===== src/design/swhh_ram.sv =====
// Generic simple dual port RAM with registered read.
module swhh_ram #(
	parameter int WIDTH = 8,
	parameter int DEPTH = 16
) (
	input  logic                     clk,
	input  logic                     we,
	input  logic [$clog2(DEPTH)-1:0] waddr,
	input  logic [WIDTH-1:0]         wdata,
	input  logic [$clog2(DEPTH)-1:0] raddr,
	output logic [WIDTH-1:0]         rdata
);
	logic [WIDTH-1:0] mem [DEPTH];

	always_ff @(posedge clk) begin
		if (we) begin
			mem[waddr] <= wdata;
		end
		rdata <= mem[raddr];
	end
endmodule


===== config.mk =====
export PLATFORM = sky130hd
export DESIGN_NAME = swhh_ram
export DESIGN_NICKNAME = d
export VERILOG_FILES = /design/src/design/swhh_ram.sv
export SDC_FILE = /design/constraint.sdc
export NUM_CORES = 1
export LEC_CHECK = 0
export BUFFER_PORTS_ARGS = -buffer_cell sky130_fd_sc_hd__buf_4
export CAP_MARGIN = 25
export CORE_MARGIN = 8
export CORE_UTILIZATION = 35
export DETAILED_ROUTE_END_ITERATION = 10
export PLACE_DENSITY = 0.59
export SKIP_LAST_GASP = 1
export SYNTH_ARGS = -nofsm -noshare
export SYNTH_HDL_FRONTEND = slang
export SYNTH_SLANG_ARGS = --single-unit
export TNS_END_PERCENT = 30

===== constraint.sdc =====
create_clock -name clk -period 1.6 [get_ports clk]
set_input_delay 0.24 -clock clk [delete_from_list [all_inputs] [get_ports clk]]
set_output_delay 0.24 -clock clk [all_outputs]
set_load 0.01 [all_outputs]

==> run metrics <==
crit-path cells=mux4_1, a22oi_1, nand2_1; largest net degree at the start of global routing=22; Setup crit start kind=flop; syn_nets=about 250; DRC viols=0; Cell Area, Synth=just over 5000 um2; GR Overflow Total=0; Ports=26; crit path buf inv count=0; Slew Viols, Final=0; Clock transition at path regs=roughly 0.050 ns; synth unique cells=19; Net Switching=1.52 mW; H-tree levels=4; CP endpoint kind=flop; Lkg Pwr=between 2 and 2.5 nW; worst r2r src=mem[9][5]; CTS resizes=0; synth warn=0; port bufs=25; Iter 0 DRT Violations=271; outcome=complete, no violations; clock latency on the worst-skew pair=between 0.4 and 0.5 ns; Post-Synthesis Cells=roughly 230; RSZ-0062 raised after global routing=false; Die X=137 um; Crit. Startpoint=mem[9][5]; Final #Nets=315; sequential share of power=approximately half; DR vias/cell=~5.1; Setup CP Type=flop to flop; Slew @ Worst Pin=approximately 0.89 ns; total track usage=between 10% and 20%; CP max FO=1; Max Clock Skew=approximately 0.007 ns; vias in the first global route=approximately 2,600; Seq/Total Area, Yosys=about 78%; switching share of total power=19.5%; Num CTS Buffers=17; HPWL after DPL=~7000 um; Tmin final=between 1 and 1.5 ns; Period Utilization, post-route=between 80% and 90%; leading area contributor after synthesis=edfxtp_1; final wirelength=between 10,000 and 15,000 um; Area growth, synth to finish=22.8%; final setup margin=0.207 ns; Worst EP required=~1.9 ns; number of inserted diodes=0; layout cell share with drive strength beyond 1=~33%; Hold Startpoint=wdata[1]; GP Congestion=0.786; first-pass GRT wire length=roughly 16,000 um; # setup viols final=0; drt pass-1 iters=6; Worst EP arrival=approximately 1.7 ns; Crit-path slowest cell=mux4_1; Clk Tree Root Cell=clkbuf_16; PwrDens=1240 nW/um2; pre-CTS setup slack=-0.0613 ns; DR WL/cell=around 22 um; Hold Buf Count CTS=0; antenna-violating nets left=0; Via Count=around 2,500; CTS tree=yes; Mapped Avg Cell Area=22.5 um2; Cells after DPL=~460; Max Cap Viol=0; Slew HR=roughly 40%; Top delay family on crit path=multiplexers; Layout Cells excl Fill=slightly below 500; Longest Clk Path Bufs=2; fmax=between 700 and 800 MHz; VDD IR-drop max=around 0.00058 V; Post-CTS Setup Inserts=0; area fraction of the dominant cell type after synthesis=between 70 and 80%; chip height=137 um; synth top area cells=edfxtp_1 (75%), mux4_2 (7.9%), mux4_1 (7.1%), dfxtp_1 (3.1%), a22oi_1 (2.3%); Core Area=around 14,000 um2; clock power share=a little over two fifths; Clock Sinks=136; max incr delay on CP=approximately 0.53 ns; combinational share of power=under 10%; Initial Util=approximately 36%; flops & latches, synth=~140; Internal Power=~6.3 mW; Power Total=7.81 mW; row count=44; antenna violations before repair=0; final hold vios=0; Die ar.=between 15,000 and 20,000 um2; r2r setup slk=between 0.2 and 0.25 ns; worst min path class=input port to flop
[layout make-up]
cell class,count,area [um2]
Clock buffer,28,497
Clock inverter,4,20.0
Multi-Input combinational cell,83,1060
Sequential cell,136,4000
Fill cell,1247,8160
Timing Repair Buffer,59,505
Tap cell,184,230
[cells in the mapped netlist]
cell,number
buf_2,3
nand2_1,9
nand3_1,1
buf_6,3
mux4_1,14
or3b_2,1
buf_4,1
and2_1,1
dfxtp_1,8
mux4_2,18
nor2_1,13
nand2b_1,2
clkdlybuf4s25_2,3
nor3_1,4
nand3b_1,2
edfxtp_1,128
and2b_1,1
nor2b_1,1
a22oi_1,16
[power groups by stage]
stage / combinational (mW) / clock, mW / sequential (mW)
global placement: 0.437 / 0 / 4.08
CTS: 0.444 / 3.43 / 4.01
detailed placement: 0.444 / 0 / 4.09
floorplan: 0.202 / 0 / 4.09
global route: 0.473 / 3.57 / 4.02
finish: 0.435 / 3.36 / 4.01
[flip-flops by register name, summed over array words and instances, names as in the netlist]
signal and count:
mem 128, rdata 8
[placed cells by master, fill, tap and decap left out, drive strengths merged]
cell,Yosys,routed
edfxtp,128,128
buf,7,59
mux4,32,32
clkbuf,0,28
a22oi,16,16
nor2,13,13
nand2,9,9
dfxtp,8,8
clkinv,0,4
nor3,4,4
nand3b,2,2
nand2b,2,2
nor2b,1,1
and2,1,1
and2b,1,1
nand3,1,1
or3b,1,1
[metrics by stage]
step	TNS (ns)	area (um2)	util, %	hold WS, ns
4_1_cts	0	6320	43.6	0.132
5_1_grt	0	6320	43.6	0.138
3_3_place_gp	-0.0462	5800	40.1	0.558
3_5_place_dp	-0.0903	5800	40.1	0.567
2_1_floorplan	0	5150	-	0.339
6_report	0	6320	43.6	0.143
[cells by family (layout without fill, tap and decap cells)]
| group | Yosys count | count (layout) | share of synthesized area (%) |
|---|---|---|---|
| DFF | 136 | 136 | 77.8 |
| and+or+nand+nor | 35 | 35 | 3.18 |
| AOI/OAI and AO/OA | 16 | 16 | 2.33 |
| muxes | 32 | 32 | 15.0 |
| buffers and inverters | 10 | 91 | 1.68 |
[path summary, 6_finish.rpt]
path,to,cells after the start
worst max-delay path,rdata[5],3
worst min-delay path,mem[10][1],1
worst max register to register,rdata[5],3
worst min register to register,rdata[1],3
[routing by layer]
| layer | vias to the layer above | GRT usage, % | part of all wire, % |
|---|---|---|---|
| met4 | 0 | 5.49 | 1.5 |
| met5 | - | 0 | 0 |
| met2 | 78 | 18.2 | 47 |
| met3 | 10 | 3.79 | 5.4 |
| met1 | 1312 | 16.1 | 46 |
| li1 | 1109 | - | - |
Note: power is estimated with default switching activity, not from simulation.
