[src/design/swhh_pkg.sv]
// Shared types, constants and sequencer states of the sliding window hash histogram.
package swhh_pkg;
	localparam int WIN_DEPTH = 1024;
	localparam int WIN_AW = $clog2(WIN_DEPTH);
	localparam int HASH_BITS = 12;
	localparam int HIST_DEPTH = 1 << HASH_BITS;
	localparam int HIST_W = 11;
	localparam int MOD_SIZE = 256;
	localparam int MOD_AW = 8;
	localparam int DENS_W = 32;
	localparam int SYM_W = 31;
	localparam int NZ_W = 9;
	localparam int DOM_W = 8;
	localparam int SUM_W = DENS_W + MOD_AW;
	localparam int DIV_W = SUM_W;
	localparam int DVSR_W = 9;
	localparam int DSTEP_W = $clog2(DIV_W);
	localparam logic [31:0] GOLDEN = 32'h9E3779B1;
	localparam logic [31:0] D_SQ_MAX = 32'd16;

	typedef enum logic [1:0] {
		OP_UPDATE = 2'd0,
		OP_QUERY  = 2'd1,
		OP_BUILD  = 2'd2,
		OP_CLEAN  = 2'd3
	} opcode_t;

	typedef enum logic [4:0] {
		ST_CLR,
		ST_IDLE,
		ST_HASH,
		ST_U_RD,
		ST_U_WR,
		ST_U_RD2,
		ST_U_WR2,
		ST_Q_RD,
		ST_Q_CNT,
		ST_Q_LIMW,
		ST_P_RD,
		ST_P_CMP,
		ST_P_DIVW,
		ST_B_RD,
		ST_B_ACC,
		ST_B_END,
		ST_B_DIVW,
		ST_FIN
	} state_t;

	typedef struct packed {
		logic              start;
		logic [DIV_W-1:0]  dividend;
		logic [DVSR_W-1:0] divisor;
	} div_req_t;

	typedef struct packed {
		logic             done;
		logic [DIV_W-1:0] quot;
	} div_rsp_t;
endpackage

[src/design/swhh_div.sv]
// Restoring divider, one quotient bit per cycle.
module swhh_div import swhh_pkg::*; (
	input  logic     clk,
	input  logic     arst_n,
	input  div_req_t req,
	output div_rsp_t rsp
);
	logic              busy_q;
	logic              done_q;
	logic [DSTEP_W-1:0] step_q;
	logic [DVSR_W-1:0] rem_q;
	logic [DVSR_W-1:0] dvsr_q;
	logic [DIV_W-1:0]  quo_q;
	logic [DVSR_W:0]   shifted;
	logic              ge;

	assign shifted = {rem_q, quo_q[DIV_W-1]};
	assign ge = shifted >= {1'b0, dvsr_q};

	always_ff @(posedge clk or negedge arst_n) begin
		if (!arst_n) begin
			busy_q <= 1'b0;
			done_q <= 1'b0;
			step_q <= '0;
		end else begin
			done_q <= 1'b0;
			if (req.start) begin
				busy_q <= 1'b1;
				step_q <= '0;
			end else if (busy_q) begin
				step_q <= step_q + 1'b1;
				if (step_q == DSTEP_W'(DIV_W - 1)) begin
					busy_q <= 1'b0;
					done_q <= 1'b1;
				end
			end
		end
	end

	always_ff @(posedge clk) begin
		if (req.start) begin
			rem_q <= '0;
			dvsr_q <= req.divisor;
			quo_q <= req.dividend;
		end else if (busy_q) begin
			quo_q <= {quo_q[DIV_W-2:0], ge};
			rem_q <= ge ? DVSR_W'(shifted - {1'b0, dvsr_q}) : shifted[DVSR_W-1:0];
		end
	end

	assign rsp.done = done_q;
	assign rsp.quot = quo_q;
endmodule

[config.mk]
export PLATFORM = sky130hd
export DESIGN_NAME = swhh_div
export DESIGN_NICKNAME = d
export VERILOG_FILES = /design/src/design/swhh_pkg.sv /design/src/design/swhh_div.sv
export SDC_FILE = /design/constraint.sdc
export NUM_CORES = 1
export LEC_CHECK = 0
export ABC_AREA = 1
export BUFFER_PORTS_ARGS = -buffer_cell sky130_fd_sc_hd__buf_2
export CORE_ASPECT_RATIO = 1.1
export CORE_MARGIN = 8
export CORE_UTILIZATION = 35
export CTS_CLUSTER_SIZE = 24
export DETAILED_ROUTE_END_ITERATION = 8
export PLACE_DENSITY_LB_ADDON = 0.25
export SLEW_MARGIN = 20
export SYNTH_ARGS = -nofsm -noshare
export SYNTH_HDL_FRONTEND = slang
export SYNTH_SLANG_ARGS = --single-unit
[constraint.sdc]
create_clock -name clk -period 1.8 [get_ports clk]
set_input_delay 0.36 -clock clk [delete_from_list [all_inputs] [get_ports clk]]
set_output_delay 0.36 -clock clk [all_outputs]
set_load 0.1 [all_outputs]
==> impl_metrics.yaml <==
route:
  vias_per_cell: 4.62
  ant_nets: 0
  vias: 2805
  drt_iter0_markers: 116
  drc: 0
  wire_per_inst_um: 13.7
  dr.pass1.iters: 4
  drt_wl_total_um: 8330
yosys:
  synth.top_cell.area_share: 0.451
  syn_area_um2: 3270
  synthCells: 378
  ys_types: 27
  yosys_warnings: 0
  synth_area_per_cell_um2: 8.64
  synth.yosys.seq_area_share: 0.567
  synth-seq-cells: 66
  netlist.top_cell.by_area: "edfxtp_1"
  synth_area_leaders: "edfxtp_1 (45%), nand2_1 (21%), dfrtp_1 (6.1%)"
  syn_nets: 441
timing:
  hold_viol: 0
  slew_headroom: 0.668
  timing.fmax_mhz: 560
  drv_slew: 0
  fin_crit_sh: 0.992
  whs_ns: 0.182
  fin_crit_ns: 1.79
  rsz0062_at_grt: "yes"
  setup_ws_ns: 0.0142
  finClkSkew_ns: 0.00527
  worstMarginPinSlew_ns: 0.501
  setup_tns_ns: 0
  setup_viol: 0
grt:
  grt_pass1_wl_um: 13700
  grt.total_usage: 0.135
  grt_max_degree: 48
  grt_overflow_total: 0
  antenna_found_initial: 1
  grt_pass1_vias: 2828
cells_and_area:
  finalNetCount: 548
  fin_area_um2: 4410
  drive_gt1_frac: 0.316
  diodes: 0
  areaGrowthSynthToFinish_pct: 35.0
die:
  die_area_um2: 12700
  row_count: 37
  ios: 93
  core_um2: 9210
  die_w_um: 108
  die_y_um: 117
  start_util: 0.354
clocking:
  h-tree-depth: 3
  cts.sinks: 66
  cts_tree: "built"
  numCtsBuffers: 9
  cts_max_path_buffers: 2
  clockRootBuffer: "clkbuf_8"
  clock_latency_ns: 0.35
  path_clk_slew_ns: 0.08
power_and_ir_drop:
  power_leakage_nw: 2.25
  ir_worst_vdd_v: 0.000757
  powerDensity_nw_per_um2: 1340
critical_path:
  required_ns: 2.08
  arrival_ns: 2.07
  cp_cell_sequence: "inv_2 > ha_4 > inv_4 > fa_2 > nand2_2 > nand3_4 > nand2_8 > nand2_8 > nand2_1 > nand3_2 > o21ai_1"
  cp-end-kind: "flop"
  critPathSlowestCell: "edfxtp_1"
  cp-start-kind: "flop"
  ff2ff_path_depth: 11
  cp_common_cell: "nand2_8"
  critical_path_class: "flop to flop"
  cp_max_fo: 8
  critPathMaxStageDelay_ns: 0.42
worst_hold_path:
  worstHoldPathCells: 1
  hp-class: "input pin to flop"
placement:
  dp_hpwl_um: 5980
  preCtsSetupSlack_ns: -0.0256
  gp_congestion: 0.836
  post_dp_cell_area_um2: 3970
  portBuffers: 92
outcome:
  status: "finished clean"
job:
  drv_cap: 0
## metal layers
metal	GRT usage	part of all wire
met1	0.178	0.47
met3	0.0591	0.078
met5	0	0.0014
met2	0.186	0.43
met4	0.0556	0.016
## logic make-up after synthesis
kind of cell	share of synthesized area
AO/OA/AOI/OAI	0.0268
flip-flops	0.567
adder cells (fa/ha/maj)	0.0444
AND/OR/NAND/NOR	0.289
XOR/XNOR	0.00805
buffers and inverters	0.0651
## final timing paths
kind	start	end	slack, ns
worst min-delay path	req[4]	dvsr_q[4]$_DFFE_PP_	0.18
worst max register to register	quo_q[39]$_DFFE_PP_	rem_q[2]$_SDFFE_PP0P_	0.01
worst max-delay path	quo_q[39]$_DFFE_PP_	rem_q[2]$_SDFFE_PP0P_	0.01
min in group asynchronous	arst_n	done_q$_DFF_PN0_	0.38
max in group asynchronous	arst_n	step_q[0]$_DFFE_PN0P_	1.25
worst min register to register	rem_q[6]$_SDFFE_PP0P_	rem_q[6]$_SDFFE_PP0P_	0.49
## through the flow
stage	instances	util	power (mW)
2_1_floorplan	378	-	3.64
3_3_place_gp	583	0.430	4.07
3_5_place_dp	583	0.430	4.08
4_1_cts	604	0.464	5.73
5_1_grt	607	0.479	6.27
6_report	607	0.479	5.93
## Yosys cell counts
master	instances
nor2_1	15
dfrtp_1	8
o21bai_1	1
o21ai_1	1
nor4_1	1
a31oi_1	1
a22o_1	1
nand2_1	180
dfxtp_1	9
buf_2	5
clkbuf_1	5
o21ai_0	6
nand3b_1	2
edfxtp_1	49
a21oi_1	6
nand3_1	22
ha_1	10
nor2_2	3
nand4_1	2
nor3_1	3
buf_6	2
fa_1	1
xnor2_1	3
buf_4	1
nand3_2	2
nand2_2	2
inv_1	37
## state kept, by name (all words and copies together) (netlist names)
| signal | cells |
|---|---|
| quo_q | 40 |
| dvsr_q | 9 |
| rem_q | 9 |
| step_q | 6 |
| busy_q | 1 |
| done_q | 1 |
## report_power, final
| group | leakage (nW) | total [mW] | switching (mW) | internal [mW] |
|---|---|---|---|---|
| combinational | 1.42 | 2.34 | 1.60 | 0.748 |
| clock | 0.129 | 1.58 | 0.593 | 0.991 |
| sequential | 0.706 | 2.00 | 0.152 | 1.85 |
## final cells by class
class / count / area (um2)
clock buffer: 11 / 151
clock inverter: 5 / 100
fill: 887 / 4800
inverter: 37 / 145
multi-input combinational: 263 / 1380
sequential: 66 / 1850
tap: 117 / 146
timing repair buffer: 108 / 637
## cell usage in the layout, fill, tap and decap left out, types with 3 or more instances in the layout
cell / Yosys / layout
buf_4: 1 / 10
inv_1: 37 / 34
nand2_1: 180 / 174
clkbuf_8: 0 / 11
edfxtp_1: 49 / 49
o21ai_1: 1 / 4
nand2_2: 2 / 6
buf_12: 0 / 4
ha_1: 10 / 6
ha_4: 0 / 4
nand3_1: 22 / 14
nand3_2: 2 / 8
buf_2: 5 / 92
nor2_1: 15 / 14
dfxtp_1: 9 / 9
nor3_1: 3 / 3
a21oi_1: 6 / 6
dfrtp_1: 8 / 8
nor2_2: 3 / 3
o21ai_0: 6 / 3
bufinv_16: 0 / 3
## worst max-delay path: cells and delay by family (launching register included)
family | cells | cell delay (ns)
and+or+nand+nor | 6 | 0.57
adders and majority gates | 2 | 0.50
DFF | 1 | 0.42
buffers and inverters | 2 | 0.13
AOI/OAI and AO/OA | 1 | 0.10
## repair_timing
action,in CTS,in global routing
pin swaps,4,5
setup endpoints to repair,8,10
cloned,1,0
setup buffers,3,3
hold buffers,1,0
hold endpoints to repair,8,0
gates resized for setup,2,19
No activity file was read; power rests on OpenSTA's default activity.
